File: src/sv/mbb_pkg.sv
`timescale 1ns / 1ps
package mbb_pkg;

  localparam int HEIGHT_BITS = 32;
  localparam int MAX_DETAIL  = 32;
  localparam int CW          = 6;
  localparam int SIDE        = MAX_DETAIL + 1;
  localparam int DEPTH       = SIDE * SIDE;
  localparam int AW          = $clog2(DEPTH);
  localparam int SUM_W       = HEIGHT_BITS + 4;
  localparam int CFG_W       = 32;
  localparam int CFG_IDX_W   = 3;
  localparam int PH_W        = 4;
  localparam int PH_LAST     = 9;

  // mean = floor(|sum| * RECIP / 2^DIV_SHIFT), then one fix-up step
  localparam int DIV_SHIFT = SUM_W;
  localparam int RECIP_W   = SUM_W - 3;
  localparam longint unsigned RECIP = (64'd1 << DIV_SHIFT) / 64'd9;

  localparam logic [CFG_IDX_W-1:0] REG_DETAIL = 3'd0;
  localparam logic [CFG_IDX_W-1:0] REG_CROW   = 3'd1;
  localparam logic [CFG_IDX_W-1:0] REG_CCOL   = 3'd2;
  localparam logic [CFG_IDX_W-1:0] REG_LOD    = 3'd3;
  localparam logic [CFG_IDX_W-1:0] REG_SCALE  = 3'd4;
  localparam logic [CFG_IDX_W-1:0] REG_RADIUS = 3'd5;
  localparam logic [CFG_IDX_W-1:0] REG_AMOUNT = 3'd6;

  localparam logic [1:0] OFF_DEC  = 2'd0;
  localparam logic [1:0] OFF_SAME = 2'd1;
  localparam logic [1:0] OFF_INC  = 2'd2;

  typedef enum logic [2:0] {
    ST_IDLE,
    ST_CHECK,
    ST_RUN,
    ST_DIV,
    ST_FIX,
    ST_BLEND,
    ST_OUT
  } state_e;

  typedef struct packed {
    logic accept;
    logic emit_start;
    logic ph_step;
    logic div;
    logic fix;
    logic blend;
    logic advance;
  } dp_cmd_t;

  typedef struct packed {
    logic emit_ok;
    logic ph_last;
    logic last;
    logic out_full;
  } dp_status_t;

  // neighbor phase -> {row offset code, column offset code}
  function automatic logic [3:0] nbr_off(input logic [PH_W-1:0] ph);
    logic [3:0] r;
    case (ph)
      4'd0: r = {OFF_DEC, OFF_DEC};
      4'd1: r = {OFF_DEC, OFF_SAME};
      4'd2: r = {OFF_DEC, OFF_INC};
      4'd3: r = {OFF_SAME, OFF_DEC};
      4'd4: r = {OFF_SAME, OFF_SAME};
      4'd5: r = {OFF_SAME, OFF_INC};
      4'd6: r = {OFF_INC, OFF_DEC};
      4'd7: r = {OFF_INC, OFF_SAME};
      4'd8: r = {OFF_INC, OFF_INC};
      default: r = {OFF_SAME, OFF_SAME};
    endcase
    return r;
  endfunction

endpackage

File: src/sv/mbb_ctrl.sv
`timescale 1ns / 1ps
module mbb_ctrl import mbb_pkg::*; (
  input  logic       clk_i,
  input  logic       rst_ni,
  input  logic       in_valid_i,
  output logic       in_ready_o,
  input  dp_status_t status_i,
  output dp_cmd_t    cmd_o
);

  state_e state_q, state_d;

  always_ff @(posedge clk_i or negedge rst_ni) begin
    if (!rst_ni) begin
      state_q <= ST_IDLE;
    end else begin
      state_q <= state_d;
    end
  end

  always_comb begin
    state_d    = state_q;
    cmd_o      = '0;
    in_ready_o = 1'b0;
    case (state_q)
      ST_IDLE: begin
        in_ready_o = 1'b1;
        if (in_valid_i) begin
          cmd_o.accept = 1'b1;
          state_d      = ST_CHECK;
        end
      end
      ST_CHECK: begin
        if (status_i.emit_ok) begin
          cmd_o.emit_start = 1'b1;
          state_d          = ST_RUN;
        end else begin
          state_d = ST_IDLE;
        end
      end
      ST_RUN: begin
        cmd_o.ph_step = 1'b1;
        if (status_i.ph_last) begin
          state_d = ST_DIV;
        end
      end
      ST_DIV: begin
        cmd_o.div = 1'b1;
        state_d   = ST_FIX;
      end
      ST_FIX: begin
        cmd_o.fix = 1'b1;
        state_d   = ST_BLEND;
      end
      ST_BLEND: begin
        cmd_o.blend = 1'b1;
        state_d     = ST_OUT;
      end
      ST_OUT: begin
        // hold until the output register is free
        if (!status_i.out_full) begin
          cmd_o.advance = 1'b1;
          state_d       = status_i.last ? ST_IDLE : ST_CHECK;
        end
      end
      default: state_d = ST_IDLE;
    endcase
  end

endmodule

File: config.mk
export PLATFORM = sky130hd
export DESIGN_NAME = mbb_ctrl
export DESIGN_NICKNAME = d
export VERILOG_FILES = /design/src/sv/mbb_pkg.sv /design/src/sv/mbb_ctrl.sv
export SDC_FILE = /design/constraint.sdc
export NUM_CORES = 1
export LEC_CHECK = 0
export BUFFER_PORTS_ARGS = -buffer_cell sky130_fd_sc_hd__buf_2
export CORE_AREA = 2 2 39 41
export CTS_CLUSTER_SIZE = 10
export DETAILED_ROUTE_END_ITERATION = 10
export DIE_AREA = 0 0 41 43
export GPL_TIMING_DRIVEN = 1
export SLEW_MARGIN = 5
export SYNTH_ARGS = -nofsm -noshare
export SYNTH_HDL_FRONTEND = slang
export SYNTH_SLANG_ARGS = --single-unit
export TNS_END_PERCENT = 30
File: constraint.sdc
create_clock -name clk_i -period 1.6 [get_ports clk_i]
set_input_delay 0.24 -clock clk_i [delete_from_list [all_inputs] [get_ports clk_i]]
set_output_delay 0.24 -clock clk_i [all_outputs]
set_load 0.01 [all_outputs]
======== Yosys cells after proc, flatten, opt, wreduce, memory -nomap -nowiden ========
Cells that the tools add are included.
storage, ports and cells
  bits in registers ....................... 3
  input bits .............................. 7
  logic and storage cells ................. 29
operators by class
  equal/unequal tests ..................... 9
  muxes and demuxes ....................... 17
  reductions and logical operators ........ 2
operator list
  operator              number
  $pmux W3 S7           1
  $mux W1               12
  $eq A3 B3 Y1 const B  3
  $mux W3               3
  $eq A3 B2 Y1 const B  2
  $ne A2 B2 Y1 const B  3
  $eq A3 B1 Y1 const B  1
  $logic_not A3 Y1      1
  $reduce_and A3 Y1     1
  $mux W2               1

======== Depth between registers and ports, before layout ========
Gate-level depths: netlist of the first run.
  word-level depth ........................ 3
  gate-level depth with buffers ........... 4
  depth with buffers taken out ............ 3

======== Worst setup path before layout of the first run ========
OpenSTA, ideal clock, no wires.
  path kind ............................... register to output
  start point ............................. register state_q[2]
  end point ............................... output cmd_o[6] in the netlist's numbering
  data arrival time ....................... 1.057 ns
  required time ........................... 1.360 ns
  slack ................................... 0.303 ns
  cell stages (with the launch flop) ...... 4
  path buffers ............................ 1
  cell sequence ........................... dfrtp_1 buf_6 nor3_1 and2_1
RTL lines
  item                    RTL line        text
  from (decl)             mbb_ctrl.sv:11  state_e state_q, state_d;
  from (signal assigned)  mbb_ctrl.sv:17  state_q <= state_d;
  to (decl)               mbb_ctrl.sv:8   output dp_cmd_t cmd_o

==> results.py, run 1 <==
metrics = {
    "synth": {
        "synth_top_area_share_pct": 32.8,
        "yosysUniqueCellTypes": 18,
        "synth_warnings": 0,
        "synth_fp_nets": 33,
        "synth.area.top_cells": "dfrtp_1 33%, buf_6 9.8%, mux2_4 6.6%, nor3b_1 6.6%, nor2_1 4.9%",
        "postSynthCellCount": 26,
        "yosys_register_bits": 3,
        "syn_avg_cell_area_sq_um": 8.81,
        "synth_area_sq_um": 229,
        "synth-seq-area-share_pct": 32.8,
        "yosysTopAreaCell": "dfrtp_1",
    },
    "die": {
        "start_util_pct": 16.5,
        "fp.dieArea_sq_um": 1760,
        "rows": 14,
        "die_y_um": 43,
        "io_pins": 15,
        "core_area_sq_um": 1380,
        "chipWidth_um": 41,
    },
    "setup_path": {
        "reg2reg_from": "state_q[1]$_DFFE_PN0P_",
        "reg2reg_setup_slack_ns": 0.56,
        "end_kind": "output pin",
        "rr_endpoint": "state_q[0]$_DFFE_PN0P_",
        "critPathKind": "flop to output pin",
        "crit_required_ns": 1.36,
        "cp_max_fo": 10,
        "reg2reg_depth": 3,
        "cp-start-kind": "flop",
        "cp.arrival_ns": 1.23,
    },
    "route": {
        "wl_per_cell_um": 9.53,
        "ant_nets": 0,
        "wl_um": 553,
        "via_per_inst": 3.97,
        "vias": 230,
        "drt_iter0_markers": 1,
        "drc": 0,
        "first_pass_iters": 2,
    },
    "sta": {
        "finalSetupViolations": 0,
        "finalCritPeriodShare_pct": 91.7,
        "tns_ns": 0,
        "worstMarginPinSlew_ns": 0.266,
        "finClkSkew_ns": 0.00290,
        "period_needed_ns": 1.47,
        "final_max_slew_viol_count": 0,
        "rsz0062_at_grt": "false",
        "finalHoldViolCount": 0,
        "maxSlewHeadroom_pct": 82.2,
        "max_freq_ghz": 0.682,
    },
    "power_and_ir_drop": {
        "leakagePower_nw": 0.174,
        "power.density_nw_per_um2": 1770,
        "ir_drop_uv": 502,
    },
    "cts": {
        "cts_tree": "yes",
        "root_buffer": "clkbuf_4",
        "cts_made_buffers": 3,
        "cts_setup_buffers": 0,
        "clkTransAtPathRegs_ns": 0.04,
        "clock_latency_ns": 0.23,
        "htree_levels": 1,
        "cts.path.max_buffers": 2,
        "cts_sinks": 3,
    },
    "hold_path": {
        "holdPathEnd": "state_q[1]$_DFFE_PN0P_",
        "hp-class": "input pin to flop",
        "hold_depth": 3,
        "hp-start": "status_i[3]",
    },
    "finish": {
        "insertedDiodeCount": 0,
        "layout_commonest_cell": "buf_2",
        "nets": 50,
        "n_fill_cell": 158,
        "layout-area-overhead-vs-synth_pct": 46.4,
        "seqCellArea_sq_um": 77.6,
        "multi_input_comb_area_sq_um": 124,
        "final_cell_mix": "14 x buf_2, 3 x nor2_1, 3 x clkbuf_4",
        "design_area_sq_um": 335,
        "reg.largest.list": "state_q (3)",
        "drive_above_1_share_pct": 54.8,
        "utilization_pct": 24.2,
        "top_register": "state_q",
        "largest_reg_flops": 3,
    },
    "placed_design": {
        "placed_area_sq_um": 292,
        "dp_hpwl_um": 406,
        "place.gp.congestion": 0.709,
        "io_buffer_count": 14,
    },
    "global_routing": {
        "grt_pass1_vias": 215,
        "gr-total-overflow": 0,
        "grt_use_total_pct": 7.55,
        "grt_pass1_wl_um": 834,
        "antenna_found_initial": 0,
        "grt_max_degree": 11,
    },
    "run": {
        "drv_cap": 0,
    },
    "run_status": {
        "outcome": "complete, no violations",
    },
}
## per-layer routing
layer | wire [um] | GRT usage (%)
met1 | 253 | 8.09
met3 | 46 | 3.66
met4 | 0 | 8.00
met5 | 0 | 0
met2 | 253 | 9.69
## power by group
group          total (mW)  internal (mW)  switching [mW]
registers           0.201          0.116          0.0850
logic               0.261          0.135           0.126
clock network       0.131         0.0933          0.0374
total               0.593          0.345           0.248
## area by class of cell
| cell class | count | area share, % |
|---|---|---|
| clock buffer | 4 | 7.84 |
| inverter | 2 | 2.24 |
| multi-input combinational | 18 | 36.9 |
| sequential | 3 | 23.1 |
| tap | 16 | 5.97 |
| timing repair buffer | 15 | 23.9 |
## cell families (layout without fill, tap and decap cells)
family	Yosys count	after routing	share of synthesized area [%]
AO/OA/AOI/OAI	6	6	17.5
AND/OR/NAND/NOR	11	11	27.9
flip-flops	3	3	32.8
multiplexers	1	1	6.56
buffers and inverters	5	21	15.3
## worst max path at each step
stage	slack (ns)	from	cells after the start	endpoint
floorplan	0.30	state_q[2]$_DFFE_PN0P_	3	cmd_o[6]
global placement	0.28	state_q[1]$_DFFE_PN0P_	3	cmd_o[5]
detailed placement	0.32	state_q[2]$_DFFE_PN0P_	3	cmd_o[0]
CTS	0.06	state_q[1]$_DFFE_PN0P_	3	cmd_o[5]
global route	0.03	state_q[0]$_DFFE_PN0P_	3	cmd_o[6]
finish	0.13	state_q[1]$_DFFE_PN0P_	3	cmd_o[5]
## worst max-delay path, cell delays in order (launching register included)
cell and delay, ns:
dfrtp_2 0.46, nand2b_1 0.21, nor3b_2 0.18, buf_2 0.15
## synth_stat cells, drive strengths merged
library cell and number:
dfrtp 3, nand2b 1, a21o 1, and2 1, and3 1, o21ai 3, mux2 1, buf 3
nor3b 2, o211ai 1, nor4b 1, nor3 2, nor2 3, inv 2, o22ai 1
## repair_timing
item                       4_1_cts  5_1_grt
resized for setup                0        3
hold buffers                     1        0
hold endpoints to repair         3        0
setup endpoints to repair        0        2
## metrics by stage
step | total power, mW | hold slack, ns | std cells | setup WS [ns]
after floorplan | 0.405 | -0.0556 | 26 | 0.303
after global routing | 0.650 | 0.298 | 58 | 0.0331
after CTS | 0.596 | 0.291 | 58 | 0.0632
after detailed placement | 0.453 | 0.0386 | 53 | 0.324
final | 0.593 | 0.293 | 58 | 0.133
after global placement | 0.449 | 0.0397 | 53 | 0.283
Note: power is estimated with default switching activity, not from simulation.
==> inputs of run 2 (changes only) <==
--- a/config.mk
+++ b/config.mk
@@ -7,6 +7,7 @@
 export LEC_CHECK = 0
 export BUFFER_PORTS_ARGS = -buffer_cell sky130_fd_sc_hd__buf_2
 export CORE_AREA = 2 2 39 41
+export CTS_BUF_LIST = sky130_fd_sc_hd__clkbuf_16
 export CTS_CLUSTER_SIZE = 10
 export DETAILED_ROUTE_END_ITERATION = 10
 export DIE_AREA = 0 0 41 43
==> constraint.sdc (replaced) <==
create_clock -name clk_i -period 1.6 [get_ports clk_i]
set_input_delay 0.24 -clock clk_i [delete_from_list [all_inputs] [get_ports clk_i]]
set_output_delay 0.24 -clock clk_i [all_outputs]
set_load 0.02 [all_outputs]
==> results.py, run 2 (synthesis results as in run 1) <==
metrics = {
    "finish": {
        "final_cell_mix": "13 x buf_2, 3 x nor2_1, 3 x clkbuf_16",
        "largest_reg_flops": 3,
        "multi_input_comb_area_sq_um": 124,
        "layout-area-overhead-vs-synth_pct": 70.5,
        "top_register": "state_q",
        "design_area_sq_um": 390,
        "layout_commonest_cell": "buf_2",
        "n_fill_cell": 148,
        "reg.largest.list": "state_q (3)",
        "drive_above_1_share_pct": 54.8,
        "fin_cells": 58,
        "utilization_pct": 28.2,
        "insertedDiodeCount": 0,
        "seqCellArea_sq_um": 77.6,
        "nets": 50,
    },
    "placed_design": {
        "placed_area_sq_um": 292,
        "placed_cells": 53,
        "place.gp.congestion": 0.709,
        "dp_hpwl_um": 406,
        "place_ws_ns": 0.291,
        "io_buffer_count": 14,
    },
    "setup_path": {
        "cp-start-kind": "flop",
        "crit_slowest_cell": "dfrtp_2",
        "critPathTopFamily": "flip-flops",
        "cp_num_cells": 3,
        "end_kind": "output pin",
        "cp_max_fo": 8,
        "crit_chain": "inv_2 > nor4b_1 > buf_2",
        "crit_start": "state_q[2]$_DFFE_PN0P_",
        "reg2reg_depth": 3,
        "reg2reg_from": "state_q[1]$_DFFE_PN0P_",
        "crit_required_ns": 1.36,
        "cp.arrival_ns": 1.22,
        "critPathKind": "flop to output pin",
        "worst_path_largest_cell_delay_ns": 0.44,
        "crit_buf_inv": 2,
    },
    "die": {
        "start_util_pct": 16.5,
        "die_y_um": 43,
        "fp.dieArea_sq_um": 1760,
        "rows": 14,
        "core_area_sq_um": 1380,
        "io_pins": 15,
        "chipWidth_um": 41,
    },
    "run": {
        "drv_cap": 0,
    },
    "cts": {
        "root_buffer": "clkbuf_16",
        "cts.path.max_buffers": 2,
        "cts_setup_buffers": 0,
        "clock_latency_ns": 0.22,
        "cts_tree": "yes",
        "htree_levels": 1,
        "cts_made_buffers": 3,
        "clkTransAtPathRegs_ns": 0.03,
        "cts_sinks": 3,
    },
    "power_and_ir_drop": {
        "clkPwrFrac_pct": 42.8,
        "finalPower_uw": 905,
        "switchingPower_uw": 327,
        "ir_drop_uv": 950,
        "switching_share_pct": 36.2,
        "power.internal_uw": 577,
        "power_frac_comb_pct": 35.0,
        "seq_power_share_pct": 22.2,
        "power.density_nw_per_um2": 2320,
        "leakagePower_nw": 0.201,
    },
    "route": {
        "drc": 0,
        "routedLengthMet1_um": 258,
        "met2_length_um": 255,
        "top_layer_used": "met3",
        "ant_nets": 0,
        "first_pass_iters": 2,
        "wl_met3_um": 46,
        "via_per_inst": 4.00,
        "wl_um": 560,
        "wl_per_cell_um": 9.66,
        "drt_iter0_markers": 3,
        "vias": 232,
    },
    "global_routing": {
        "antenna_found_initial": 0,
        "grt_use_total_pct": 8.35,
        "grt_max_degree": 11,
        "grt_pass1_wl_um": 917,
        "grt_pass1_vias": 220,
        "gr-total-overflow": 0,
    },
    "run_status": {
        "outcome": "complete, no violations",
    },
    "sta": {
        "finClkSkew_ns": 0.00141,
        "tns_ns": 0,
        "worstMarginPinSlew_ns": 0.277,
        "period_needed_ns": 1.46,
        "max_freq_ghz": 0.684,
        "finalHoldViolCount": 0,
        "setup_ws_ns": 0.138,
        "maxSlewHeadroom_pct": 81.5,
        "finalCritPeriodShare_pct": 91.4,
        "finalSetupViolations": 0,
        "final_max_slew_viol_count": 0,
        "timing.hold.ws_ns": 0.314,
        "rsz0062_at_grt": "false",
    },
    "hold_path": {
        "hp-class": "input pin to flop",
        "hold_depth": 3,
        "hp-start": "status_i[3]",
    },
}
[run 2: cell count changes in the layout (fill, tap and decap cells not counted)]
cell | previous run | this run
clkbuf_1 | 1 | 0
clkbuf_16 | 0 | 3
clkbuf_4 | 3 | 0
inv_1 | 1 | 2
buf_4 | 0 | 1
buf_2 | 14 | 13
[run 2: worst reg2reg max path: cells and delay by family, from the launching register on]
kind,cells,cell delay [ns]
mux,1,0.32
flops,1,0.45
compound gates,1,0.10
simple gates,1,0.04
[run 2: what timing repair did]
item                                    in CTS  in global routing
endpoints found under the setup margin       0                  2
resized for setup                            0                  4
hold endpoints to repair                     3                  0
hold buffers                                 1                  0
[run 2: cell type report]
cell class	instances	share of cell area, %
Inverter	2	1.92
Clock inverter	1	0.962
Multi-Input combinational cell	18	31.7
Timing Repair Buffer	15	21.2
Clock buffer	3	19.2
Tap cell	16	5.13
Sequential cell	3	19.9
[run 2: routing by layer]
layer,up-vias,track usage [%]
li1,123,-
met4,0,6.00
met5,-,0
met2,11,10.3
met1,98,9.06
met3,0,6.81
[run 2: power groups by stage]
stage                     combinational [mW]  sequential (mW)  clock, mW
final                                  0.316            0.201      0.387
after global routing                   0.344            0.214      0.413
after CTS                              0.314            0.194      0.394
after detailed placement               0.310            0.195          0
after global placement                 0.309            0.191          0
after floorplan                        0.333            0.122          0
[run 2: worst paths after layout]
path / end / slack (ns)
max: cmd_o[0] / 0.14
min: state_q[1]$_DFFE_PN0P_ / 0.31
max reg2reg: state_q[0]$_DFFE_PN0P_ / 0.57
min reg2reg: state_q[0]$_DFFE_PN0P_ / 0.61
max in group asynchronous: state_q[1]$_DFFE_PN0P_ / 1.13
min in group asynchronous: state_q[2]$_DFFE_PN0P_ / 0.35
